**src/rtl/siowdt_pkg.sv**
```systemverilog
`timescale 1ns / 1ps
// Shared types and codes for the Super I/O watchdog configuration port.
// No dependencies.
package siowdt_pkg;

    localparam logic [7:0] KEY_ENTER = 8'h87;
    localparam logic [7:0] KEY_EXIT  = 8'hAA;
    localparam logic [7:0] REG_LDN   = 8'h07;
    localparam logic [7:0] LDN_WDT   = 8'h08;
    localparam logic [7:0] REG_ACT   = 8'h30;
    localparam logic [7:0] REG_WDCNT = 8'hF6;
    localparam logic [7:0] RD_IDLE   = 8'hFF;

    typedef enum logic [1:0] {
        ACT_WRITE = 2'd0,
        ACT_READ  = 2'd1,
        ACT_TICK  = 2'd2,
        ACT_NONE  = 2'd3
    } action_t;

    typedef enum logic [2:0] {
        KEY_LOCKED = 3'b001,
        KEY_HALF   = 3'b010,
        KEY_OPEN   = 3'b100
    } key_state_t;

    typedef struct packed {
        logic [1:0] action;
        logic       port_sel;
        logic [7:0] wdata;
    } item_t;

    typedef struct packed {
        logic [7:0] rdata;
        logic       unlocked;
        logic [7:0] count_now;
        logic       fire;
    } result_t;

endpackage

```
**src/rtl/siowdt_in_reg.sv**
```systemverilog
`timescale 1ns / 1ps
// Input register stage: holds one accepted bus access or tick.
// Depends on siowdt_pkg.
module siowdt_in_reg
    import siowdt_pkg::*;
(
    input  logic  clk,
    input  logic  rst_n,
    input  logic  in_valid,
    output logic  in_stall,
    input  item_t item_in,
    input  logic  advance,
    output logic  item_valid,
    output item_t item_out
);

    logic  valid_reg;
    logic  valid_next;
    item_t item_reg;
    logic  take;

    assign in_stall   = valid_reg && !advance;
    assign take       = in_valid && !in_stall;
    assign valid_next = take ? 1'b1 : (advance ? 1'b0 : valid_reg);

    always_ff @(posedge clk or negedge rst_n)
    begin
        if (!rst_n)
        begin
            valid_reg <= 1'b0;
        end
        else
        begin
            valid_reg <= valid_next;
        end
    end

    always_ff @(posedge clk)
    begin
        if (take)
        begin
            item_reg <= item_in;
        end
    end

    assign item_valid = valid_reg;
    assign item_out   = item_reg;

endmodule

```
**src/rtl/siowdt_state.sv**
```systemverilog
`timescale 1ns / 1ps
// Key sequence, register file and watchdog counter; forms one result per item.
// Depends on siowdt_pkg.
module siowdt_state
    import siowdt_pkg::*;
(
    input  logic    clk,
    input  logic    rst_n,
    input  logic    advance,
    input  item_t   item,
    output result_t result
);

    key_state_t key_reg,    key_next;
    logic [7:0] index_reg,  index_next;
    logic [7:0] ldn_reg,    ldn_next;
    logic       active_reg, active_next;
    logic [7:0] count_reg,  count_next;
    logic       fired_reg,  fired_next;
    logic [7:0] rdata;
    logic       is_open;
    logic       wdt_sel;

    assign is_open = (key_reg == KEY_OPEN);
    assign wdt_sel = (ldn_reg == LDN_WDT);

    always_comb
    begin
        key_next    = key_reg;
        index_next  = index_reg;
        ldn_next    = ldn_reg;
        active_next = active_reg;
        count_next  = count_reg;
        fired_next  = fired_reg;
        rdata       = RD_IDLE;
        unique case (action_t'(item.action))
            ACT_WRITE:
            begin
                if (!item.port_sel)
                begin
                    if (is_open)
                    begin
                        if (item.wdata == KEY_EXIT)
                            key_next = KEY_LOCKED;
                        else
                            index_next = item.wdata;
                    end
                    else if (item.wdata == KEY_ENTER)
                        key_next = (key_reg == KEY_HALF) ? KEY_OPEN : KEY_HALF;
                    else
                        key_next = KEY_LOCKED;
                end
                else if (is_open)
                begin
                    if (index_reg == REG_LDN)
                        ldn_next = item.wdata;
                    else if (wdt_sel && index_reg == REG_ACT)
                        active_next = item.wdata[0];
                    else if (wdt_sel && index_reg == REG_WDCNT)
                        count_next = item.wdata;
                end
            end
            ACT_READ:
            begin
                if (is_open)
                begin
                    if (!item.port_sel)
                        rdata = index_reg;
                    else if (index_reg == REG_LDN)
                        rdata = ldn_reg;
                    else if (wdt_sel && index_reg == REG_ACT)
                        rdata = {7'd0, active_reg};
                    else if (wdt_sel && index_reg == REG_WDCNT)
                        rdata = count_reg;
                end
            end
            ACT_TICK:
            begin
                if (active_reg && count_reg != 8'd0)
                begin
                    count_next = count_reg - 8'd1;
                    if (count_reg == 8'd1)
                        fired_next = 1'b1;
                end
            end
            ACT_NONE:
            begin
            end
            default:
            begin
            end
        endcase
    end

    always_ff @(posedge clk or negedge rst_n)
    begin
        if (!rst_n)
        begin
            key_reg    <= KEY_LOCKED;
            index_reg  <= 8'd0;
            ldn_reg    <= 8'd0;
            active_reg <= 1'b0;
            count_reg  <= 8'd0;
            fired_reg  <= 1'b0;
        end
        else if (advance)
        begin
            key_reg    <= key_next;
            index_reg  <= index_next;
            ldn_reg    <= ldn_next;
            active_reg <= active_next;
            count_reg  <= count_next;
            fired_reg  <= fired_next;
        end
    end

    assign result.rdata     = rdata;
    assign result.unlocked  = (key_next == KEY_OPEN);
    assign result.count_now = count_next;
    assign result.fire      = fired_next;

endmodule

```
**src/rtl/siowdt_out_reg.sv**
```systemverilog
`timescale 1ns / 1ps
// Result register: holds one result until the consumer takes it.
// Depends on siowdt_pkg.
module siowdt_out_reg
    import siowdt_pkg::*;
(
    input  logic    clk,
    input  logic    rst_n,
    input  logic    item_valid,
    input  result_t result_in,
    output logic    advance,
    output logic    out_valid,
    input  logic    out_stall,
    output result_t result_out
);

    logic    valid_reg;
    logic    valid_next;
    result_t result_reg;

    assign advance    = item_valid && (!valid_reg || !out_stall);
    assign valid_next = advance ? 1'b1 : (out_stall ? valid_reg : 1'b0);

    always_ff @(posedge clk or negedge rst_n)
    begin
        if (!rst_n)
        begin
            valid_reg <= 1'b0;
        end
        else
        begin
            valid_reg <= valid_next;
        end
    end

    always_ff @(posedge clk)
    begin
        if (advance)
        begin
            result_reg <= result_in;
        end
    end

    assign out_valid  = valid_reg;
    assign result_out = result_reg;

endmodule

```
**src/rtl/superio_watchdog_config_port_core.sv**
```systemverilog
`timescale 1ns / 1ps
// Top level of the Super I/O configuration port with seconds watchdog.
// Depends on siowdt_pkg, siowdt_in_reg, siowdt_state, siowdt_out_reg.
//
//  channel | handshake           | payload
//  --------+---------------------+----------------------------------------
//  input   | in_valid / in_stall | action, port_sel, wdata
//  output  | out_valid/out_stall | rdata, unlocked, count_now, fire
//
// One transfer per cycle in each direction while neither side stalls; the result becomes
// valid once the item has moved through the input register into the result register.
// State updates as an item moves into the result register.
// Reset clears the key sequence, registers, counter and fire flag.
// Output stall backs up through in_stall in the same cycle once both stages hold.
module superio_watchdog_config_port_core
    import siowdt_pkg::*;
(
    input  logic       clk,
    input  logic       rst_n,
    input  logic       in_valid,
    output logic       in_stall,
    input  logic [1:0] action,
    input  logic       port_sel,
    input  logic [7:0] wdata,
    output logic       out_valid,
    input  logic       out_stall,
    output logic [7:0] rdata,
    output logic       unlocked,
    output logic [7:0] count_now,
    output logic       fire
);

    item_t   item_in;
    item_t   item;
    logic    item_valid;
    logic    advance;
    result_t result;
    result_t result_out;

    assign item_in.action   = action;
    assign item_in.port_sel = port_sel;
    assign item_in.wdata    = wdata;

    siowdt_in_reg u_in_reg (
        .clk        (clk),
        .rst_n      (rst_n),
        .in_valid   (in_valid),
        .in_stall   (in_stall),
        .item_in    (item_in),
        .advance    (advance),
        .item_valid (item_valid),
        .item_out   (item)
    );

    siowdt_state u_state (
        .clk     (clk),
        .rst_n   (rst_n),
        .advance (advance),
        .item    (item),
        .result  (result)
    );

    siowdt_out_reg u_out_reg (
        .clk        (clk),
        .rst_n      (rst_n),
        .item_valid (item_valid),
        .result_in  (result),
        .advance    (advance),
        .out_valid  (out_valid),
        .out_stall  (out_stall),
        .result_out (result_out)
    );

    assign rdata     = result_out.rdata;
    assign unlocked  = result_out.unlocked;
    assign count_now = result_out.count_now;
    assign fire      = result_out.fire;

endmodule

```
**config.mk**
```make
export PLATFORM = sky130hd
export DESIGN_NAME = superio_watchdog_config_port_core
export DESIGN_NICKNAME = d
export VERILOG_FILES = /design/src/rtl/siowdt_pkg.sv /design/src/rtl/siowdt_in_reg.sv /design/src/rtl/siowdt_state.sv /design/src/rtl/siowdt_out_reg.sv /design/src/rtl/superio_watchdog_config_port_core.sv
export SDC_FILE = /design/constraint.sdc
export NUM_CORES = 1
export LEC_CHECK = 0
export ABC_AREA = 1
export BUFFER_PORTS_ARGS = -buffer_cell sky130_fd_sc_hd__buf_2
export CAP_MARGIN = 20
export CORE_UTILIZATION = 23
export CTS_CLUSTER_SIZE = 24
export DETAILED_ROUTE_END_ITERATION = 7
export PLACE_DENSITY_LB_ADDON = 0.08
export RECOVER_POWER = 25
export REMOVE_ABC_BUFFERS = 1
export SLEW_MARGIN = 0
export SYNTH_ARGS = -nofsm -noshare
export SYNTH_HDL_FRONTEND = slang
export SYNTH_SLANG_ARGS = --single-unit
export TNS_END_PERCENT = 100
```
**constraint.sdc**
```tcl
create_clock -name clk -period 1.6 [get_ports clk]
set_input_delay 0.08 -clock clk [delete_from_list [all_inputs] [get_ports clk]]
set_output_delay 0.08 -clock clk [all_outputs]
set_load 0.02 [all_outputs]
```
## Yosys cells after proc, flatten, opt, wreduce, memory -nomap -nowiden

Cells that the tools add are included.

| cells by class | value |
|---|---|
| $add $sub $neg | 1 |
| equal/unequal tests | 13 |
| multiplexer cells | 24 |
| bitwise gates (word level) | 3 |
| reductions and logical operators | 18 |

Operators with widths:

| kind | number |
|---|---|
| 8-bit 2-to-1 mux | 10 |
| 8-bit equality test (second input constant) | 3 |
| 3-bit 2-to-1 mux | 6 |
| 8-bit case mux with 2 select lines | 1 |
| 5-bit AND reduction | 2 |
| 8-bit by 1-bit equality test with 1-bit output (second input constant) | 1 |
| 8-bit by 3-bit equality test with 1-bit output (second input constant) | 1 |
| 8-bit by 4-bit equality test with 1-bit output (second input constant) | 1 |
| 8-bit by 6-bit equality test with 1-bit output (second input constant) | 1 |
| 8-bit nonzero test | 1 |
| 8-bit by 1-bit subtractor with 8-bit output (second input constant) | 1 |
| 1-bit 2-to-1 mux | 7 |
| 3-bit equality test (second input constant) | 2 |
| 1-bit logical AND | 6 |
| 6-bit AND reduction | 1 |
| 1-bit logical NOT | 4 |
| 3-bit by 2-bit equality test with 1-bit output (second input constant) | 1 |
| 1-bit NOT | 3 |
| 2-bit by 1-bit equality test with 1-bit output (second input constant) | 1 |
| 2-bit equality test (second input constant) | 1 |
| 2-bit logical NOT | 1 |
| 2-bit by 1-bit inequality test with 1-bit output (second input constant) | 1 |
| 2-bit AND reduction | 1 |
| 2-bit nonzero test | 1 |
| 1-bit logical OR | 1 |

| storage, ports and cells | value |
|---|---|
| register bits after elaboration | 60 |
| input port bits | 15 |
| output and inout bits | 20 |
| word-level logic and storage cells | 74 |

## Depth between registers and ports, before layout

Gate-level depths: netlist of the first run.

| depth | value |
|---|---|
| depth after elaboration | 8 |
| depth in mapped cells | 13 |
| mapped depth without buffers | 13 |

## Hierarchy

Synthesis of the first run repeated with hierarchy kept, for this count alone.

| second synthesis, totals | value |
|---|---|
| cell total of the unflattened synthesis | 396 |
| area total of the unflattened synthesis | 3,280.6 um^2 |

Modules (own cells, without submodules):

| module | times used | cells each | area each (um^2) | seq. area each (um^2) |
|---|---|---|---|---|
| siowdt_state | 1 | 355 | 2,307.2 | 726.9 |
| siowdt_out_reg | 1 | 23 | 585.6 | 565.5 |
| siowdt_in_reg | 1 | 18 | 387.9 | 355.3 |

## Worst setup path before layout of the first run

No wires, ideal clock.

| timing path | value |
|---|---|
| path type | reg2reg |
| start | register u_state.count_reg[0] |
| end | register u_out_reg.result_reg (netlist bit u_out_reg.result_out[6]), data pin |
| library setup time | 0.255 ns |
| arrival time | 1.363 ns |
| data required time | 1.345 ns |
| path slack | -0.018 ns |
| stages on the path, launching flop included | 11 |
| buffers on the path | 0 |
| clock period less this slack | 1.618 ns |
| cells stage by stage | dfrtp_1 > inv_1 > ha_1 > nand2_1 > nor2_2 > inv_1 > nand2_2 > nor2_1 > nand3_1 > nand3_1 > and2_1 |

RTL lines:

| what | RTL line | RTL |
|---|---|---|
| from (decl) | siowdt_state.sv:18 | `logic [7:0] count_reg, count_next;` |
| from (signal assigned) | siowdt_state.sv:112 | `count_reg <= count_next;` |
| to (signal assigned) | siowdt_out_reg.sv:40 | `result_reg <= result_in;` |
| to (decl) | siowdt_out_reg.sv:19 | `result_t result_reg;` |

## Worst setup path in the final report of the first run

| timing path | value |
|---|---|
| start | register u_state.index_reg[6] |
| end | register u_out_reg.result_reg (netlist bit u_out_reg.result_out[11]), data pin |

| on the way | value |
|---|---|
| cells in the longest elaborated chain, start to end | 6 |
| elaborated cells between the ends (all ways) | 9 |
| classes of those cells | eq/ne: 3; mux: 4; reduce/logical: 2 |

Ends and longest elaborated chain:

| what | RTL line | RTL |
|---|---|---|
| from (decl) | siowdt_state.sv:15 | `logic [7:0] index_reg, index_next;` |
| from (signal assigned) | siowdt_state.sv:109 | `index_reg <= index_next;` |
| 8-bit equality test | siowdt_state.sv:73 | `else if (wdt_sel && index_reg == REG_WDCNT)` |
| 1-bit logical AND | siowdt_state.sv:73 |  |
| 8-bit 2-to-1 mux | siowdt_state.sv:73 |  |
| 8-bit 2-to-1 mux | siowdt_state.sv:71 | `else if (wdt_sel && index_reg == REG_ACT)` |
| 8-bit 2-to-1 mux (*) | siowdt_state.sv:69 | `else if (index_reg == REG_LDN)` |
| 8-bit 2-to-1 mux (*) | siowdt_state.sv:67 | `if (!item.port_sel)` |

Mark *: on every way between the ends. The rest lies on a longest branch, timed or not.
A chain may end at the register's enable or synchronous reset.

==> impl_metrics.yaml, run 1 <==
timing:
  hold_violations: 0
  maxSlewViolCount: 0
  fin_crit_ns: 1.639
  period_share_pct: 102.4
  fmax_mhz: 610.1
  max-slew-margin-rel_pct: 34.64
  worst_pin_slew_ns: 0.9804
  setup_slack_ns: -0.03906
  setup_viol: 10
  rsz0062_at_grt: "yes"
  skew_ns: 0.004184
setup_path:
  cpPeakStageDelay_ns: 0.37
  cp_cell_sequence: "buf_6 -> nand2_1 -> nor2_1 -> nand2_2 -> nor2_8 -> buf_12 -> nand2_2 -> nand3_2 -> nand3_2 -> o21ai_2 -> nand2_1"
  critPathCaptureType: "flip-flop"
  cp_slowest_cell: "dfrtp_1"
  cp-start-kind: "flip-flop"
  cp_max_fo: 7
  worst_ep_required_time_ns: 1.70
  critPathArrivalTime_ns: 1.74
  worst-setup-path-type: "flip-flop to flip-flop"
cts:
  clock_path_buffers: 2
  cts.clk_slew.worst_paths_ns: 0.05
  h-tree-depth: 3
  clkSinkCount: 60
  clock_latency_ns: 0.34
  cts_root_buffer: "clkbuf_16"
  tritoncts: "built"
  numCtsBuffers: 9
final_layout:
  final-seq-area_um2: 1649
  final_nets: 532
  num_antenna_cells: 0
  multi_input_area_um2: 1639
  fill_cells: 1446
  area_growth_pct: 55.33
  final_cells: 695
  finish.utilization_pct: 37.00
  largest_reg_flops: 18
  drive_above_1_share_pct: 43.93
  stdcell_area_um2: 4938
yosys:
  synth_area_leaders: "edfxtp_1 (27%), dfrtp_1 (24%), nand2_1 (16%)"
  synth_top_cell_area_share_pct: 27.39
  synth_cell_type_count: 33
  synthCells: 389
  synthTopCellsByCount: "nand2_1 (132), inv_1 (51), nand3_1 (43)"
  synthArstFlopShare_pct: 51.67
  syn_area_per_cell_um2: 8.173
  ys_seq_elements: 60
  syn_area_um2: 3179
  ys_seq_area_share_pct: 51.83
  synth_edf_count: 29
  synth.most_common_cell: "nand2_1"
  synthFlopType: "dfrtp_1"
  yosys_warnings: 0
  yosysTopAreaCell: "edfxtp_1"
grt:
  antenna_found_initial: 0
  grt_pass1_vias: 2790
  grt_pass1_wl_mm: 14.68
  grt.busiest_layer: "met2"
  overflow: 0
  grt_max_degree: 24
  gr-usage-met2_pct: 20.85
  track_usage_pct: 13.99
  grtUsageMet3_pct: 2.899
  use_met1_pct: 18.76
status:
  status: "complete, but fails checks"
  violations: "negative setup slack"
floorplan:
  ioPinCount: 35
  rows: 42
  die_w_um: 119.6
  design.core.area_um2: 13350
  die_y_um: 119.6
  start_util_pct: 23.82
  dieArea_um2: 14300
power:
  power_density_nw_per_um2: 1423
  irDropWorstVdd_v: 0.0004275
  leakagePower_nw: 2.310
place:
  dp_hpwl_mm: 6.808
  io_buffers: 34
  postPlaceCellArea_um2: 4015
  dp.cells: 652
  place_congestion: 0.7642
hold_path:
  hold_path.class: "primary input to flip-flop"
detailed_routing:
  initialDrtViolationCount: 94
  viasPerCell: 4.212
  finalWirelength_mm: 9.416
  postRouteAntennaNets: 0
  dr_total_vias: 2927
  firstDrtPassIters: 5
  drc_errors: 0
  wl_per_cell_um: 13.55
run:
  max-cap-violations: 0
==> worst paths after layout <==
path	startpoint	end	slack [ns]	cells after the start
worst max-delay path	u_state.index_reg[6]$_DFFE_PN0P_	u_out_reg.result_out[11]$_SDFFCE_PN1P_	-0.04	11
worst min-delay path	out_stall	u_out_reg.out_valid$_DFFE_PN0P_	0.07	4
worst max register to register	u_state.index_reg[6]$_DFFE_PN0P_	u_out_reg.result_out[11]$_SDFFCE_PN1P_	-0.04	11
worst min register to register	u_in_reg.item_valid$_DFFE_PN0P_	u_out_reg.out_valid$_DFFE_PN0P_	0.49	2
max in group asynchronous	rst_n	u_state.key_reg[0]$_DFFE_PN1P_	0.14	3
min in group asynchronous	rst_n	u_out_reg.out_valid$_DFFE_PN0P_	0.41	2
==> stage by stage <==
stage	setup TNS, ns	total power [mW]	hold WS, ns	setup WS [ns]
finish	-0.1559	7.027	0.07142	-0.03906
CTS	-0.09553	6.686	0.05753	-0.04139
floorplan	-19.59	3.434	-0.2156	-0.7713
detailed placement	-1.086	4.491	0.05038	-0.1187
global route	-3.883	7.502	0.08356	-0.1414
global placement	-1.312	4.503	0.04431	-0.1321
==> cell usage in the layout, fill, tap and decap left out, types with 17 or more instances in the layout <==
| cell | instances |
|---|---|
| edfxtp_1 | 29 |
| dfrtp_1 | 29 |
| nand3_2 | 22 |
| nor2_1 | 17 |
| inv_1 | 44 |
| nand2_1 | 101 |
| buf_2 | 34 |
| buf_4 | 61 |
| nand3_1 | 22 |
| nand2_2 | 29 |
==> cell families after synthesis <==
family,synth area share [%]
adders and majority gates,1.181
buffers and inverters,8.225
xor gates and xnor gates,0.2755
and+or+nand+nor,32.11
AOI/OAI and AO/OA,6.375
DFF,51.83
==> worst max-delay path: cells and delay by family (launching register included) <==
family / cells / cell delay (ns)
buffers and inverters: 2 / 0.26
flip-flops: 1 / 0.37
AND/OR/NAND/NOR: 8 / 0.68
AO/OA/AOI/OAI: 1 / 0.08
==> layer usage <==
layer / routed length, um / vias up
met1: 4502 / 1353
li1: - / 1507
met2: 4330 / 52
met4: 222 / 0
met5: 0 / -
met3: 361 / 15
==> what timing repair did <==
item                       in CTS  in global routing
resized for setup              31                 83
pin swaps                      11                 29
setup endpoints to repair      31                 43
cloned                          0                  1
hold endpoints to repair       25                  0
hold buffers                   13                  0
setup buffers                   4                 10
==> where the power goes <==
group / total, mW / internal, mW / switching (mW) / leakage (nW)
registers: 2.15 / 1.97 / 0.174 / 0.651
logic: 2.90 / 1.29 / 1.61 / 1.51
clock network: 1.98 / 1.28 / 0.702 / 0.149
total: 7.03 / 4.54 / 2.48 / 2.31
==> cell type report <==
class / instances / area share, %
multi-input cells: 268 / 33.19
clock buffers: 12 / 5.194
inverters: 53 / 4.130
repair buffers: 122 / 18.67
clock inverters: 4 / 0.9628
flip-flops and latches: 60 / 33.39
well taps: 176 / 4.459
Note: power is estimated with default switching activity, not from simulation.
==> run 2, diff against run 1 <==
--- a/config.mk
+++ b/config.mk
@@ -8,7 +8,7 @@
 export ABC_AREA = 1
 export BUFFER_PORTS_ARGS = -buffer_cell sky130_fd_sc_hd__buf_2
 export CAP_MARGIN = 20
-export CORE_UTILIZATION = 23
+export CORE_UTILIZATION = 53
 export CTS_CLUSTER_SIZE = 24
 export DETAILED_ROUTE_END_ITERATION = 7
 export PLACE_DENSITY_LB_ADDON = 0.08
@@ -17,5 +17,6 @@
 export SLEW_MARGIN = 0
 export SYNTH_ARGS = -nofsm -noshare
 export SYNTH_HDL_FRONTEND = slang
+export SYNTH_HIERARCHICAL = 1
 export SYNTH_SLANG_ARGS = --single-unit
 export TNS_END_PERCENT = 100
==> impl_metrics.yaml, run 2 <==
final_layout:
  num_antenna_cells: 0
  final_nets: 510
  area_growth_pct: 33.41
  largest_reg_flops: 18
  layout.cells.most_common_list: "nand2_1 (120), buf_4 (39), inv_1 (39)"
  layout_commonest_cell: "nand2_1"
  drive_above_1_share_pct: 31.79
yosys:
  ys_seq_elements: 60
  syn_area_um2: 3281
  synth.most_common_cell: "nand2_1"
  yosys_warnings: 6
  synth_cell_type_count: 37
  synthArstFlopShare_pct: 51.67
  synth_edf_count: 29
  synth_area_leaders: "edfxtp_1 (27%), dfrtp_1 (23%), nand2_1 (15%)"
  synthCells: 396
  yosysTopAreaCell: "edfxtp_1"
  syn_area_per_cell_um2: 8.284
  synthTopCellsByCount: "nand2_1 (129), inv_1 (42), nand3_1 (36)"
  synth_top_cell_area_share_pct: 26.54
  ys_seq_area_share_pct: 50.23
  synthFlopType: "dfrtp_1"
timing:
  rsz0062_at_grt: "yes"
  period_share_pct: 102.1
  setup_viol: 2
  max-slew-margin-rel_pct: 44.97
  skew_ns: 0.009650
  fin_crit_ns: 1.634
  maxSlewViolCount: 0
  setup_slack_ns: -0.03353
  hold_violations: 0
  hold_ws_ns: 0.3598
  fmax_mhz: 612.2
  worst_pin_slew_ns: 0.8255
power:
  total_power_mw: 6.277
  comb_power_share_pct: 39.8
  leakagePower_nw: 2.046
  power_density_nw_per_um2: 1434
  pwr-share-seq_pct: 35.8
  irDropWorstVdd_v: 0.001087
  p_int_mw: 3.854
  swShare_pct: 38.60
  power.switching_mw: 2.423
  p_clk_share_pct: 24.4
grt:
  use_met1_pct: 35.50
  grtUsageMet3_pct: 5.341
  gr-usage-met2_pct: 42.63
  overflow: 0
  grt_pass1_wl_mm: 12.59
  grt.busiest_layer: "met2"
  antenna_found_initial: 0
  track_usage_pct: 26.64
  grt_max_degree: 32
  grt_pass1_vias: 2702
cts:
  clkSinkCount: 60
  clock_latency_ns: 0.35
  h-tree-depth: 3
  numCtsBuffers: 9
  clock_path_buffers: 2
  cts.clk_slew.worst_paths_ns: 0.07
  cts_root_buffer: "clkbuf_8"
  tritoncts: "built"
setup_path:
  cp_max_fo: 4
  critPathCaptureType: "flip-flop"
  worst-setup-path-type: "flip-flop to flip-flop"
  cp-start-kind: "flip-flop"
  worst_ep_required_time_ns: 1.70
  critPathArrivalTime_ns: 1.74
hold_path:
  hold_path.class: "primary input to async pin"
floorplan:
  design.core.area_um2: 5956
  die_w_um: 80.68
  rows: 28
  ioPinCount: 35
  start_util_pct: 55.08
  die_y_um: 80.68
  dieArea_um2: 6508
place:
  dp_hpwl_mm: 5.632
  place_congestion: 0.9094
  io_buffers: 34
detailed_routing:
  finalWirelength_mm: 8.166
  wl_per_cell_um: 14.28
  postRouteAntennaNets: 0
  dr_total_vias: 2934
  initialDrtViolationCount: 258
  drc_errors: 0
  viasPerCell: 5.129
  firstDrtPassIters: 5
status:
  violations: "negative setup slack"
  status: "complete, but fails checks"
run:
  max-cap-violations: 0
## run 2: area by class of cell
cell class | instances | area (um2)
Clock inverter | 7 | 100.1
Tap cell | 75 | 93.84
Clock buffer | 9 | 123.9
Inverter | 57 | 216.5
Multi-Input combinational cell | 272 | 1520
Timing Repair Buffer | 92 | 674.4
Fill cell | 447 | 1579
Sequential cell | 60 | 1648
## run 2: kinds of logic after synthesis
group / share of synthesized area (%)
and+or+nand+nor: 32.69
buffers and inverters: 8.237
DFF: 50.23
AOI/OAI and AO/OA: 7.171
adders and majority gates: 1.144
xor gates and xnor gates: 0.5340
## run 2: final timing paths
path | end | slack [ns] | start | cells after the start
setup reg to reg | u_out_reg/result_out[1]$_DFFE_PP_ | -0.03 | u_state/count_reg[1]$_DFFE_PN0P_ | 9
hold reg to reg | u_state/fired_reg$_DFFE_PN0P_ | 0.47 | u_state/fired_reg$_DFFE_PN0P_ | 2
setup / recovery | u_out_reg/result_out[1]$_DFFE_PP_ | -0.03 | u_state/count_reg[1]$_DFFE_PN0P_ | 9
hold / removal | u_state/index_reg[1]$_DFFE_PN0P_ | 0.36 | rst_n | 2
min in group clk | u_in_reg/item_out[3]$_DFFE_PP_ | 0.43 | wdata[3] | 2
max in group asynchronous | u_state/active_reg$_DFFE_PN0P_ | 0.72 | rst_n | 2
## run 2: stage by stage
stage                     cell area, um2  instances  utilization, %   TNS [ns]  worst slack, ns
after floorplan                     3224        388               -     -27.22          -0.8266
after global placement              3751        527           62.98          0          0.01792
after detailed placement            3751        527           62.98   -0.01037         -0.01037
after CTS                           4128        557           69.31  -0.002916        -0.002916
after global routing                4377        572           73.49     -1.839          -0.1500
final                               4377        572           73.49   -0.04805         -0.03353
## run 2: repair_timing
action                                 4_1_cts  5_1_grt
gates resized for setup                      5       37
hold buffers                                14        0
cloned                                       0        1
pin swaps                                    1       19
setup endpoints to repair                   10       38
endpoints found under the hold margin       43        0
setup buffers                                0       14
## run 2: routing by layer
layer  up-vias  wire length (um)
li1       1477                 -
met1      1336              3666
met2        99              3824
met3        22               468
met4         0               207
met5         -                 0
## run 2: power by group through the flow
| stage | logic (mW) | registers (mW) | clock network, mW |
|---|---|---|---|
| 4_1_cts | 2.23 | 2.23 | 1.55 |
| 3_3_place_gp | 2.15 | 2.24 | 0 |
| 2_1_floorplan | 1.27 | 2.37 | 0 |
| 3_5_place_dp | 2.18 | 2.26 | 0 |
| 5_1_grt | 2.75 | 2.28 | 1.63 |
| 6_report | 2.50 | 2.25 | 1.53 |
## run 2: worst max-delay path, cell delays in order, from the launching register on
cell     delay (ns)
dfrtp_1        0.39
inv_2          0.09
ha_4           0.12
nor3b_4        0.17
nand2_2        0.11
nand2_4        0.13
nor2_2         0.07
nand2_1        0.06
nand3_1        0.09
and2_1         0.16
==> run 3, diff against run 2 <==
--- a/config.mk
+++ b/config.mk
@@ -8,7 +8,7 @@
 export ABC_AREA = 1
 export BUFFER_PORTS_ARGS = -buffer_cell sky130_fd_sc_hd__buf_2
 export CAP_MARGIN = 20
-export CORE_UTILIZATION = 53
+export CORE_UTILIZATION = 54
 export CTS_CLUSTER_SIZE = 24
 export DETAILED_ROUTE_END_ITERATION = 7
 export PLACE_DENSITY_LB_ADDON = 0.08
==> constraint.sdc (replaced) <==
create_clock -name clk -period 1.65 [get_ports clk]
set_input_delay 0.0825 -clock clk [delete_from_list [all_inputs] [get_ports clk]]
set_output_delay 0.0825 -clock clk [all_outputs]
set_load 0.02 [all_outputs]
==> impl_metrics.yaml, run 3 (synthesis results as in run 2) <==
grt:
  grt_max_degree: 32
  track_usage_pct: 25.89
  grt_pass1_vias: 2670
  overflow: 0
  grt_pass1_wl_mm: 12.37
  antenna_found_initial: 0
detailed_routing:
  finalWirelength_mm: 7.934
  initialDrtViolationCount: 233
  postRouteAntennaNets: 0
  drc_errors: 0
  dr_total_vias: 2971
  viasPerCell: 5.286
  wl_per_cell_um: 14.12
  firstDrtPassIters: 6
timing:
  worst_pin_slew_ns: 0.8140
  maxSlewViolCount: 0
  hold_violations: 0
  skew_ns: 0.008447
  period_share_pct: 99.19
  max-slew-margin-rel_pct: 45.74
  tns_ns: 0
  rsz0062_at_grt: "yes"
  setup_viol: 0
  fmax_mhz: 611.0
  fin_crit_ns: 1.637
floorplan:
  die_y_um: 79.95
  design.core.area_um2: 5886
  die_w_um: 79.95
  ioPinCount: 35
  start_util_pct: 55.74
  dieArea_um2: 6391
  rows: 28
cts:
  cts_root_buffer: "clkbuf_8"
  clock_path_buffers: 2
  clkSinkCount: 60
  clock_latency_ns: 0.35
  tritoncts: "built"
  numCtsBuffers: 9
  h-tree-depth: 3
  cts.clk_slew.worst_paths_ns: 0.07
final_layout:
  fill_cells: 482
  num_antenna_cells: 0
  drive_above_1_share_pct: 27.93
  final_nets: 500
  largest_reg_flops: 18
  area_growth_pct: 28.45
  multi_input_area_um2: 1454
  finish.utilization_pct: 71.60
  final_cells: 562
  layout_commonest_cell: "nand2_1"
  final-seq-area_um2: 1648
  layout.cells.most_common_list: "nand2_1 (126), inv_1 (39), nand3_1 (34)"
setup_path:
  critPathArrivalTime_ns: 1.75
  cp_max_fo: 7
  worst_ep_required_time_ns: 1.76
  critPathCaptureType: "flip-flop"
  worst-setup-path-type: "flip-flop to flip-flop"
  cp-start-kind: "flip-flop"
power:
  comb_power_share_pct: 38.5
  power.switching_mw: 2.276
  power_density_nw_per_um2: 1417
  total_power_mw: 5.969
  swShare_pct: 38.13
  leakagePower_nw: 1.961
  pwr-share-seq_pct: 36.6
  irDropWorstVdd_v: 0.0008509
  p_int_mw: 3.693
  p_clk_share_pct: 24.9
status:
  status: "completed"
run:
  max-cap-violations: 0
hold_path:
  hold_path.class: "primary input to async pin"
place:
  place_congestion: 0.8941
  io_buffers: 34
  dp_hpwl_mm: 5.551
  dp.cells: 519
-- run 3: changes by cell type in the layout (fill, tap and decap cells not counted), moves of 3 or more --
cell,delta
nand3_1,+3
nand2_4,-3
nand2_1,+6
clkinvlp_4,-3
buf_4,-7
nand3_2,-3
nand2_2,-3
-- run 3: worst paths after layout --
| kind | start | endpoint | slack [ns] | cells past startpoint |
|---|---|---|---|---|
| hold reg to reg | u_state/fired_reg$_DFFE_PN0P_ | u_state/fired_reg$_DFFE_PN0P_ | 0.47 | 2 |
| min in group clk | wdata[5] | u_in_reg/item_out[5]$_DFFE_PP_ | 0.44 | 2 |
| max in group asynchronous | rst_n | u_state/active_reg$_DFFE_PN0P_ | 0.76 | 2 |
| setup / recovery | u_state/ldn_reg[0]$_DFFE_PN0P_ | u_out_reg/result_out[17]$_DFFE_PP_ | 0.01 | 8 |
| setup reg to reg | u_state/ldn_reg[0]$_DFFE_PN0P_ | u_out_reg/result_out[17]$_DFFE_PP_ | 0.01 | 8 |
| hold / removal | rst_n | u_state/index_reg[1]$_DFFE_PN0P_ | 0.37 | 2 |
-- run 3: metrics by stage --
step | instance area (um2) | hold WS (ns) | setup slack, ns
6_report | 4214 | 0.3679 | 0.01342
5_1_grt | 4214 | 0.4378 | -0.1040
4_1_cts | 4043 | 0.3595 | 0.02917
3_5_place_dp | 3679 | 0.1922 | 0.04565
3_3_place_gp | 3679 | 0.1871 | 0.08907
2_1_floorplan | 3224 | -0.2131 | -0.7766
-- run 3: worst max-delay path, cell delays in order (launching register included) --
cell and delay (ns):
dfrtp_1 0.42, nor2_1 0.12, nand3_1 0.11, nor2_2 0.18, nand2_2 0.13, o211ai_1 0.19
nand3_1 0.12, nand2_1 0.08, nand2_1 0.04
-- run 3: layer usage --
layer  wire, um  global-route usage (%)  part of all wire (%)  vias to the layer above
met3        521                   3.771                   6.6                       13
met2       3799                   41.79                    48                      118
met1       3486                   35.06                    44                     1385
met5          0                       0                     0                        -
li1           -                       -                     -                     1455
met4        127                   10.18                   1.6                        0
-- run 3: power by group through the flow --
stage / Clock (mW) / Sequential [mW] / Combinational [mW]
2_1_floorplan: 0 / 2.30 / 1.23
3_3_place_gp: 0 / 2.19 / 2.02
3_5_place_dp: 0 / 2.20 / 2.05
4_1_cts: 1.51 / 2.17 / 2.09
5_1_grt: 1.56 / 2.22 / 2.53
6_report: 1.49 / 2.19 / 2.30
-- run 3: timing repair --
| action | 4_1_cts | 5_1_grt |
|---|---|---|
| hold buffers | 14 | 0 |
| resized for setup | 0 | 24 |
| setup endpoints to repair | 0 | 33 |
| buffers inserted | 0 | 12 |
| hold endpoints to repair | 43 | 0 |
-- run 3: cell type report --
| type | instances | share of cell area [%] |
|---|---|---|
| well taps | 75 | 2.227 |
| repair buffers | 82 | 13.72 |
| flip-flops and latches | 60 | 39.10 |
| inverters | 57 | 5.137 |
| multi-input cells | 272 | 34.50 |
| clock buffers | 9 | 2.939 |
| clock inverters | 7 | 2.375 |
